===== config.mk =====
export PLATFORM = sky130hd
export DESIGN_NAME = timed_relay_channel_bank_top_flat
export DESIGN_NICKNAME = d
export VERILOG_FILES = /design/src/rtl/trcb_pkg.sv /design/src/rtl/trcb_if.sv /design/src/rtl/timed_relay_channel_bank_top.sv /design/src/flat_wrapper.sv
export SDC_FILE = /design/constraint.sdc
export NUM_CORES = 1
export LEC_CHECK = 0
export BUFFER_PORTS_ARGS = -buffer_cell sky130_fd_sc_hd__buf_2
export CAP_MARGIN = 30
export CORE_ASPECT_RATIO = 1.4
export CORE_MARGIN = 2
export CORE_UTILIZATION = 24
export CTS_BUF_LIST = sky130_fd_sc_hd__clkbuf_4 sky130_fd_sc_hd__clkbuf_8
export DETAILED_ROUTE_END_ITERATION = 8
export SETUP_SLACK_MARGIN = 0.15
export SLEW_MARGIN = 10
export SYNTH_ARGS = -nofsm -noshare
export SYNTH_HDL_FRONTEND = slang
export SYNTH_SLANG_ARGS = --single-unit

===== constraint.sdc =====
create_clock -name clk_i -period 4 [get_ports clk_i]
set_input_delay 0.2 -clock clk_i [delete_from_list [all_inputs] [get_ports clk_i]]
set_output_delay 0.2 -clock clk_i [all_outputs]
set_load 0.01 [all_outputs]

===== src/rtl/trcb_pkg.sv =====
// ----------------------------------------------------------------------------
// Timed relay channel bank package
// Shared types and constants for the relay bank and its channel interfaces.
// ----------------------------------------------------------------------------
package trcb_pkg;

  // Number of relay positions in the result masks and id registers.
  localparam int unsigned TRCB_BANK_MAX = 2;

  localparam int unsigned TRCB_ID_W   = 8;
  localparam int unsigned TRCB_SECS_W = 8;
  localparam int unsigned TRCB_MAX_W  = 7;
  localparam int unsigned TRCB_CNT_W  = 8;
  localparam int unsigned TRCB_IDX_W  = 2;
  localparam int unsigned TRCB_DATA_W = 8;

  localparam logic [TRCB_ID_W-1:0]  TRCB_CH0_ID_RST = 8'd1;
  localparam logic [TRCB_ID_W-1:0]  TRCB_CH1_ID_RST = 8'd3;
  localparam logic [TRCB_MAX_W-1:0] TRCB_MAX_ON_RST = 7'd60;

  typedef enum logic {
    KIND_CMD  = 1'b0,
    KIND_TICK = 1'b1
  } trcb_kind_e;

  typedef enum logic [TRCB_IDX_W-1:0] {
    REG_CH0_ID = 2'd0,
    REG_CH1_ID = 2'd1,
    REG_MAX_ON = 2'd2
  } trcb_reg_e;

  typedef struct packed {
    trcb_kind_e             kind;
    logic [TRCB_ID_W-1:0]   device_id;
    logic [TRCB_SECS_W-1:0] on_seconds;
  } trcb_item_t;

  typedef struct packed {
    logic [TRCB_BANK_MAX-1:0] relay_mask;
    logic                     matched;
    logic [TRCB_BANK_MAX-1:0] timeout_mask;
  } trcb_result_t;

endpackage


===== src/rtl/trcb_if.sv =====
// ----------------------------------------------------------------------------
// Timed relay channel bank interfaces
// Valid/ready channels for items, results and register writes.
// ----------------------------------------------------------------------------
interface trcb_item_if;
  import trcb_pkg::*;

  logic                   valid;
  logic                   ready;
  logic                   kind;
  logic [TRCB_ID_W-1:0]   device_id;
  logic [TRCB_SECS_W-1:0] on_seconds;

  modport source (output valid, output kind, output device_id, output on_seconds,
                  input ready);
  modport sink (input valid, input kind, input device_id, input on_seconds,
                output ready);
endinterface

interface trcb_result_if;
  import trcb_pkg::*;

  logic                     valid;
  logic                     ready;
  logic [TRCB_BANK_MAX-1:0] relay_mask;
  logic                     matched;
  logic [TRCB_BANK_MAX-1:0] timeout_mask;

  modport source (output valid, output relay_mask, output matched,
                  output timeout_mask, input ready);
  modport sink (input valid, input relay_mask, input matched, input timeout_mask,
                output ready);
endinterface

interface trcb_cfg_if;
  import trcb_pkg::*;

  logic                   valid;
  logic                   ready;
  logic [TRCB_IDX_W-1:0]  index;
  logic [TRCB_DATA_W-1:0] data;

  modport source (output valid, output index, output data, input ready);
  modport sink (input valid, input index, input data, output ready);
endinterface


===== src/rtl/timed_relay_channel_bank_top.sv =====
// ----------------------------------------------------------------------------
// Timed relay channel bank
// Relay outputs with per-channel fail-safe countdown timers.
// ----------------------------------------------------------------------------
// Usage: item_i carries either a command (device id and on time in seconds)
// or a half-second tick. Every item yields exactly one result on result_o:
// the relay states after the item, whether a command matched a channel, and
// which channels a tick switched off by timeout. cfg_i writes the two channel
// id registers and the on-time clamp; it is always ready. It must be written
// only while the bank is idle, which the block itself does not enforce.
// An accepted item is held in the input register; the channel update and the
// result are then computed in one pass into the state and result registers,
// which drive result_o. One item is taken every cycle while the receiver does
// not stall; the channel update is the only work per item.
// When the receiver stalls, the result register holds and the input register
// fills; item_i.ready then drops until the result is taken.
// Reset clears all counters and relays, loads the default ids and clamp, and
// empties both registers.
// ----------------------------------------------------------------------------
module timed_relay_channel_bank_top #(
  parameter int unsigned CHANNELS = 2
) (
  input  logic          clk_i,
  input  logic          rst_ni,
  trcb_item_if.sink     item_i,
  trcb_result_if.source result_o,
  trcb_cfg_if.sink      cfg_i
);
  import trcb_pkg::*;

  // Configuration registers
  logic [TRCB_ID_W-1:0]  chan_id_q [TRCB_BANK_MAX];
  logic [TRCB_MAX_W-1:0] max_on_q;

  // Channel state
  logic [CHANNELS-1:0]   relay_on_q, relay_on_d;
  logic [TRCB_CNT_W-1:0] cnt_q [CHANNELS];
  logic [TRCB_CNT_W-1:0] cnt_d [CHANNELS];

  // Input register and result register
  logic         in_valid_q, in_valid_d;
  trcb_item_t   in_q;
  logic         res_valid_q;
  trcb_result_t res_q, res_d;
  trcb_kind_e   res_kind_q;

  logic advance;
  logic in_fire;
  logic upd_fire;

  assign advance  = !res_valid_q || result_o.ready;
  assign item_i.ready = !in_valid_q || advance;
  assign in_fire  = item_i.valid && item_i.ready;
  assign upd_fire = in_valid_q && advance;

  assign cfg_i.ready = 1'b1;

  always_ff @(posedge clk_i or negedge rst_ni) begin
    if (!rst_ni) begin
      chan_id_q[0] <= TRCB_CH0_ID_RST;
      chan_id_q[1] <= TRCB_CH1_ID_RST;
      max_on_q     <= TRCB_MAX_ON_RST;
    end else if (cfg_i.valid) begin
      unique case (cfg_i.index)
        REG_CH0_ID: chan_id_q[0] <= cfg_i.data;
        REG_CH1_ID: chan_id_q[1] <= cfg_i.data;
        REG_MAX_ON: max_on_q     <= cfg_i.data[TRCB_MAX_W-1:0];
        default: ;
      endcase
    end
  end

  always_comb begin
    in_valid_d = in_valid_q;
    if (advance) begin
      in_valid_d = in_fire;
    end else if (in_fire) begin
      in_valid_d = 1'b1;
    end
  end

  always_ff @(posedge clk_i or negedge rst_ni) begin
    if (!rst_ni) begin
      in_valid_q <= 1'b0;
    end else begin
      in_valid_q <= in_valid_d;
    end
  end

  always_ff @(posedge clk_i) begin
    if (in_fire) begin
      in_q.kind       <= trcb_kind_e'(item_i.kind);
      in_q.device_id  <= item_i.device_id;
      in_q.on_seconds <= item_i.on_seconds;
    end
  end

  // Channel update for the item held in the input register.
  always_comb begin
    logic                  found;
    logic [TRCB_MAX_W-1:0] secs_clamped;

    found        = 1'b0;
    relay_on_d   = relay_on_q;
    res_d        = '0;
    secs_clamped = (in_q.on_seconds > {1'b0, max_on_q}) ? max_on_q
                                                         : in_q.on_seconds[TRCB_MAX_W-1:0];
    for (int c = 0; c < CHANNELS; c++) begin
      cnt_d[c] = cnt_q[c];
    end

    if (in_q.kind == KIND_TICK) begin
      for (int c = 0; c < CHANNELS; c++) begin
        if (cnt_q[c] != '0) begin
          cnt_d[c] = cnt_q[c] - 1'b1;
        end else if (relay_on_q[c]) begin
          relay_on_d[c]        = 1'b0;
          res_d.timeout_mask[c] = 1'b1;
        end
      end
    end else begin
      // The lowest channel whose id matches takes the command.
      for (int c = 0; c < CHANNELS; c++) begin
        if (!found && chan_id_q[c] == in_q.device_id) begin
          found         = 1'b1;
          cnt_d[c]      = {secs_clamped, 1'b0};
          relay_on_d[c] = (secs_clamped != '0);
        end
      end
    end

    res_d.matched = found;
    for (int c = 0; c < CHANNELS; c++) begin
      res_d.relay_mask[c] = relay_on_d[c];
    end
  end

  always_ff @(posedge clk_i or negedge rst_ni) begin
    if (!rst_ni) begin
      relay_on_q <= '0;
      for (int c = 0; c < CHANNELS; c++) begin
        cnt_q[c] <= '0;
      end
    end else if (upd_fire) begin
      relay_on_q <= relay_on_d;
      for (int c = 0; c < CHANNELS; c++) begin
        cnt_q[c] <= cnt_d[c];
      end
    end
  end

  always_ff @(posedge clk_i or negedge rst_ni) begin
    if (!rst_ni) begin
      res_valid_q <= 1'b0;
    end else if (advance) begin
      res_valid_q <= in_valid_q;
    end
  end

  always_ff @(posedge clk_i) begin
    if (upd_fire) begin
      res_q      <= res_d;
      res_kind_q <= in_q.kind;
    end
  end

  assign result_o.valid        = res_valid_q;
  assign result_o.relay_mask   = res_q.relay_mask;
  assign result_o.matched      = res_q.matched;
  assign result_o.timeout_mask = res_q.timeout_mask;

`ifndef SYNTH
  // Only a tick can time a relay out.
  a_timeout_on_tick: assert property (@(posedge clk_i) disable iff (!rst_ni)
    res_valid_q && res_q.timeout_mask != '0 |-> res_kind_q == KIND_TICK)
    else $error("timeout reported for a command");

  // Only a command can match a channel.
  a_match_on_cmd: assert property (@(posedge clk_i) disable iff (!rst_ni)
    res_valid_q && res_q.matched |-> res_kind_q == KIND_CMD)
    else $error("match reported for a tick");

  // A channel that timed out is reported off.
  a_timeout_is_off: assert property (@(posedge clk_i) disable iff (!rst_ni)
    res_valid_q |-> (res_q.timeout_mask & res_q.relay_mask) == '0)
    else $error("timed-out channel still on");

  // A running counter on channel 0 always belongs to a relay that is on.
  a_count_implies_on: assert property (@(posedge clk_i) disable iff (!rst_ni)
    cnt_q[0] != '0 |-> relay_on_q[0])
    else $error("channel 0 counting with relay off");

  // State changes only when an item is processed.
  a_state_hold: assert property (@(posedge clk_i) disable iff (!rst_ni)
    !$past(upd_fire) |-> $stable(relay_on_q))
    else $error("relay state changed without an item");
`endif

endmodule


===== src/flat_wrapper.sv =====
// flat-port wrapper written by rule: the top's interface ports become plain ports
module timed_relay_channel_bank_top_flat import trcb_pkg::*;
#(
  parameter int unsigned CHANNELS = 2
)
  (clk_i, rst_ni, item_i_valid, item_i_kind, item_i_device_id, item_i_on_seconds, item_i_ready, result_o_valid, result_o_relay_mask, result_o_matched, result_o_timeout_mask, result_o_ready, cfg_i_valid, cfg_i_index, cfg_i_data, cfg_i_ready);
  trcb_item_if item_i_i ();
  trcb_result_if result_o_i ();
  trcb_cfg_if cfg_i_i ();
  input  logic clk_i;
  input  logic rst_ni;
  input wire logic [$bits(item_i_i.valid)-1:0] item_i_valid;
  input wire logic [$bits(item_i_i.kind)-1:0] item_i_kind;
  input wire logic [$bits(item_i_i.device_id)-1:0] item_i_device_id;
  input wire logic [$bits(item_i_i.on_seconds)-1:0] item_i_on_seconds;
  output wire logic [$bits(item_i_i.ready)-1:0] item_i_ready;
  output wire logic [$bits(result_o_i.valid)-1:0] result_o_valid;
  output wire logic [$bits(result_o_i.relay_mask)-1:0] result_o_relay_mask;
  output wire logic [$bits(result_o_i.matched)-1:0] result_o_matched;
  output wire logic [$bits(result_o_i.timeout_mask)-1:0] result_o_timeout_mask;
  input wire logic [$bits(result_o_i.ready)-1:0] result_o_ready;
  input wire logic [$bits(cfg_i_i.valid)-1:0] cfg_i_valid;
  input wire logic [$bits(cfg_i_i.index)-1:0] cfg_i_index;
  input wire logic [$bits(cfg_i_i.data)-1:0] cfg_i_data;
  output wire logic [$bits(cfg_i_i.ready)-1:0] cfg_i_ready;
  assign item_i_i.valid = item_i_valid;
  assign item_i_i.kind = item_i_kind;
  assign item_i_i.device_id = item_i_device_id;
  assign item_i_i.on_seconds = item_i_on_seconds;
  assign item_i_ready = item_i_i.ready;
  assign result_o_valid = result_o_i.valid;
  assign result_o_relay_mask = result_o_i.relay_mask;
  assign result_o_matched = result_o_i.matched;
  assign result_o_timeout_mask = result_o_i.timeout_mask;
  assign result_o_i.ready = result_o_ready;
  assign cfg_i_i.valid = cfg_i_valid;
  assign cfg_i_i.index = cfg_i_index;
  assign cfg_i_i.data = cfg_i_data;
  assign cfg_i_ready = cfg_i_i.ready;
  timed_relay_channel_bank_top #(.CHANNELS(CHANNELS)) u_core (.clk_i(clk_i), .rst_ni(rst_ni), .item_i(item_i_i), .result_o(result_o_i), .cfg_i(cfg_i_i));
endmodule

==> impl_summary.log <==
[metrics] Syn Nets: 335
[metrics] area used by multi-input combinational logic: 1510 um^2
[metrics] share of cells above drive strength 1: 27.6%
[metrics] worst slew pin tran: 0.870 ns
[metrics] Worst setup EP type: flop
[metrics] deepest clock path buffer count: 2
[metrics] cells resized by post-CTS repair: 0
[metrics] average instance area after synthesis: 11.5 um^2
[metrics] Async SR Flop Fraction: 66.2%
[metrics] H-tree depth reported by CTS: 3
[metrics] buffer type at the clock tree root: sky130_fd_sc_hd__clkbuf_8
[metrics] status: finished, final reports clean
[metrics] final setup TNS: 0 ns
[metrics] count of endpoints failing hold in the final timing report: 0
[metrics] combinational fraction of design power: 22.6%
[metrics] required time worst endpoint: 4.23 ns
[metrics] total of max-cap violations: 0
[metrics] global-route congestion overflow total: 0
[metrics] cell area after technology mapping: 3350 um^2
[metrics] Slew Limit Headroom: 42.0%
[metrics] arrival time worst endpoint: 2.88 ns
[metrics] metal2 WL: 4080 um
[metrics] cell internal pwr: 1.36 mW
[metrics] max frequency: 378 MHz
[metrics] top cells by area in the synthesized netlist: sky130_fd_sc_hd__dfrtp_1 (27%), sky130_fd_sc_hd__edfxtp_1 (20%), sky130_fd_sc_hd__mux2_2 (8.7%)
[metrics] # DRC: 0
[metrics] I/O pin count: 40
[metrics] Period Utilization, post-route: 66.2%
[metrics] wire length of the first global-routing pass: 12600 um
[metrics] length of routed met3 wiring: 282 um
[metrics] Final Cell Area: 4040 um^2
[metrics] Die H: 144 um
[metrics] wirelength, routed: 7680 um
[metrics] most frequently used flop master after synthesis: sky130_fd_sc_hd__dfrtp_1
[metrics] maximum number of pins on one net before global-route repair: 27
[metrics] Largest stage delay, worst path: 0.56 ns
[metrics] type of element launching the critical path: flop
[metrics] number of antenna repair diodes: 0
[metrics] Post-DP HPWL: 6030 um
[metrics] largest driver fanout on the critical path: 9
[metrics] worst min-delay path category: in2reg
[metrics] average wire per cell in the routed design: 14.4 um
[metrics] routed length on met1: 3040 um
[metrics] number of nets with antenna violations after routing: 0
[metrics] Setup Crit Path Kind: reg2reg
[metrics] Die Span X: 104 um
[metrics] clock latency on the worst-skew pair: 0.35 ns
[metrics] post-detailed-route via-to-cell ratio: 4.61
[metrics] Post-CTS Setup Bufs: 0
[metrics] cell taking the most area after synthesis: sky130_fd_sc_hd__dfrtp_1
[metrics] net count of the finished layout: 386
[metrics] total area of sequential cells: 1750 um^2
[metrics] routed via count: 2455
[metrics] number of I/O port buffers: 38
[metrics] proportion of power drawn by the clock network: 30.0%
[metrics] placeable core region: 13800 um^2
[metrics] final weighted congestion in routability-driven placement: 0.849
[metrics] clock transition at the register clock pins on the worst setup and hold paths after CTS: 0.08 ns
[metrics] TritonCTS clock tree: done
[metrics] area growth from synthesis to layout: 20.6%
[metrics] number of global-route vias before repair: 2613
[metrics] Placement Cell Area: 3770 um^2
[metrics] Die ar.: 15000 um^2
[metrics] switching power: 0.619 mW
[metrics] post-synth top area share: 26.9%
[metrics] setup repair after global routing missed its margin: no
[metrics] post-synthesis sequential element count: 65
[metrics] Initial Utilization: 24.3%
[metrics] CTS hold repair buffers: 6
[metrics] number of buffer and inverter instances along the worst setup path: 1
[metrics] total CTS buffers: 9
[metrics] Final Max Slew Viols: 0
[metrics] synthesized instance count: 292
[metrics] EDFF count, synth: 22
[metrics] pwr dens: 489 nW/um^2
[metrics] worst path cell trace: inv_1 > ha_1 > and4b_1 > o2111a_1 > o21ba_1 > mux2_1 > a221o_1
[metrics] 1st-pass router iterations: 4
[metrics] Max stage delay cell, worst path: sky130_fd_sc_hd__dfstp_2
[metrics] proportion of power drawn by flip-flops and latches: 47.4%
[metrics] overall fraction of global-route tracks in use: 10.9%
[metrics] antenna violations before repair: 0
[metrics] top sig layer: met4
[metrics] Filler Cell Count: 1487
[metrics] number of distinct library cell variants in the gate-level netlist after synthesis: 59
[metrics] worst vdd ir: 0.185 mV
[metrics] sequential element share of the synthesized area: 52.0%
[metrics] sinks on the clock net: 65
[metrics] largest clock skew in the final design: 0.0119 ns
[metrics] Top delay family on crit path: compound AO/OA/AOI/OAI gates
[metrics] Tmin final: 2.65 ns
[metrics] switching power as a share of total power: 31.3%
[metrics] Placement Rows: 51
[metrics] count of warnings emitted by yosys: 0
[metrics] number of design-rule violations left by the first detailed-router iteration: 200
[metrics] Final setup viols: 0
[metrics] P_leak: 1.62 nW
## final timing paths
kind | from | endpoint | slack (ns) | depth (start not counted)
max | u_core.max_on_q[5] | u_core.cnt_q[6] | 1.35 | 7
min | item_i_device_id[3] | u_core.in_q[11] | 0.02 | 1
max reg2reg | u_core.max_on_q[5] | u_core.cnt_q[6] | 1.35 | 7
min reg2reg | u_core.in_valid_q | u_core.result_o.valid | 0.49 | 1
max in group asynchronous | rst_ni | u_core.max_on_q[4] | 3.05 | 3
min in group asynchronous | rst_ni | u_core.cnt_q[11] | 0.36 | 2
## registers in the layout (all words and copies together) (netlist names)
register and cells:
u_core.cnt_q 16, u_core.result_o.valid 1, u_core.in_q 17, u_core.chan_id_q 16
u_core.in_valid_q 1, u_core.result_o.matched 1, u_core.result_o.timeout_mask 2, u_core.relay_on_q 2
u_core.result_o.relay_mask 2, u_core.max_on_q 7
## metal layers
layer	up-vias	track usage [%]
met5	-	0
met2	66	19.2
met3	20	2.13
met1	1192	11.9
met4	0	7.47
li1	1177	-
## logic make-up (layout without fill, tap and decap cells)
| kind of cell | after synthesis | in the layout | share of synthesized area (%) |
|---|---|---|---|
| AOI/OAI and AO/OA | 53 | 53 | 10.9 |
| xor gates and xnor gates | 17 | 17 | 4.44 |
| adders and majority gates | 11 | 11 | 4.10 |
| buffers and inverters | 24 | 80 | 2.87 |
| DFF | 65 | 65 | 52.0 |
| muxes | 31 | 31 | 10.3 |
| other | 1 | 1 | 0.112 |
| and+or+nand+nor | 90 | 90 | 15.3 |
## cell usage after synthesis, types with 2 or more instances
| library cell | instances |
|---|---|
| sky130_fd_sc_hd__o21ai_0 | 11 |
| sky130_fd_sc_hd__nand4b_1 | 3 |
| sky130_fd_sc_hd__and2_1 | 4 |
| sky130_fd_sc_hd__nand3b_1 | 5 |
| sky130_fd_sc_hd__o31ai_1 | 3 |
| sky130_fd_sc_hd__o21a_1 | 2 |
| sky130_fd_sc_hd__inv_1 | 19 |
| sky130_fd_sc_hd__nor2_1 | 14 |
| sky130_fd_sc_hd__o221ai_1 | 2 |
| sky130_fd_sc_hd__nor4_1 | 5 |
| sky130_fd_sc_hd__or3_1 | 2 |
| sky130_fd_sc_hd__nor3_1 | 8 |
| sky130_fd_sc_hd__edfxtp_1 | 22 |
| sky130_fd_sc_hd__nand2b_1 | 7 |
| sky130_fd_sc_hd__o211ai_1 | 4 |
| sky130_fd_sc_hd__buf_2 | 2 |
| sky130_fd_sc_hd__ha_1 | 11 |
| sky130_fd_sc_hd__a221oi_1 | 2 |
| sky130_fd_sc_hd__a211oi_1 | 2 |
| sky130_fd_sc_hd__dfstp_2 | 7 |
| sky130_fd_sc_hd__mux2_2 | 26 |
| sky130_fd_sc_hd__nand3_1 | 10 |
| sky130_fd_sc_hd__mux2i_1 | 4 |
| sky130_fd_sc_hd__nand4_1 | 3 |
| sky130_fd_sc_hd__a21oi_1 | 13 |
| sky130_fd_sc_hd__o22ai_1 | 2 |
| sky130_fd_sc_hd__nand2_1 | 17 |
| sky130_fd_sc_hd__xnor2_1 | 8 |
| sky130_fd_sc_hd__dfrtp_1 | 36 |
| sky130_fd_sc_hd__xor2_1 | 9 |
## through the flow
step	power, mW	setup slack, ns	utilization (%)	std cells	hold WS, ns
after global placement	1.37	1.51	27.2	510	0.378
after detailed placement	1.39	1.40	27.4	511	0.188
after floorplan	1.25	1.66	-	292	-0.0956
after CTS	2.00	1.37	29.3	533	0.0000788
final	1.98	1.35	29.3	533	0.0247
after global routing	2.10	1.27	29.3	533	0.00385
## cell usage in the layout, fill, tap and decap left out, types with 2 or more instances in the layout
master / count
sky130_fd_sc_hd__or3_1: 2
sky130_fd_sc_hd__xor2_1: 9
sky130_fd_sc_hd__dfstp_2: 7
sky130_fd_sc_hd__o31ai_1: 3
sky130_fd_sc_hd__mux2i_1: 4
sky130_fd_sc_hd__inv_6: 2
sky130_fd_sc_hd__nor2_1: 14
sky130_fd_sc_hd__edfxtp_1: 22
sky130_fd_sc_hd__a21oi_1: 13
sky130_fd_sc_hd__dfrtp_1: 36
sky130_fd_sc_hd__nand3b_1: 5
sky130_fd_sc_hd__mux2_2: 26
sky130_fd_sc_hd__nand4b_1: 3
sky130_fd_sc_hd__nand3_1: 10
sky130_fd_sc_hd__nand2b_1: 7
sky130_fd_sc_hd__nor4_1: 5
sky130_fd_sc_hd__nand4_1: 3
sky130_fd_sc_hd__o21ai_0: 11
sky130_fd_sc_hd__inv_1: 19
sky130_fd_sc_hd__clkbuf_8: 11
sky130_fd_sc_hd__and2_1: 4
sky130_fd_sc_hd__o21a_1: 2
sky130_fd_sc_hd__nand2_1: 17
sky130_fd_sc_hd__xnor2_1: 8
sky130_fd_sc_hd__ha_1: 11
sky130_fd_sc_hd__buf_2: 38
sky130_fd_sc_hd__o221ai_1: 2
sky130_fd_sc_hd__a211oi_1: 2
sky130_fd_sc_hd__nor3_1: 8
sky130_fd_sc_hd__a221oi_1: 2
sky130_fd_sc_hd__o22ai_1: 2
sky130_fd_sc_hd__o211ai_1: 4
sky130_fd_sc_hd__dlygate4sd3_1: 6
## power groups by stage
stage               clock network [mW]  registers (mW)  logic [mW]
finish                           0.594           0.937       0.448
global route                     0.643           0.958       0.503
CTS                              0.617           0.936       0.451
detailed placement                   0           0.950       0.445
global placement                     0           0.944       0.427
floorplan                            0           0.917       0.333
## cell type report
cell class,count,area share [%]
multi-input cells,203,37.4
clock buffers,11,3.74
clock inverters,5,1.52
inverters,19,1.76
repair buffers,45,6.68
flip-flops and latches,65,43.2
well taps,185,5.72
Power figures use the tool's default switching activity.
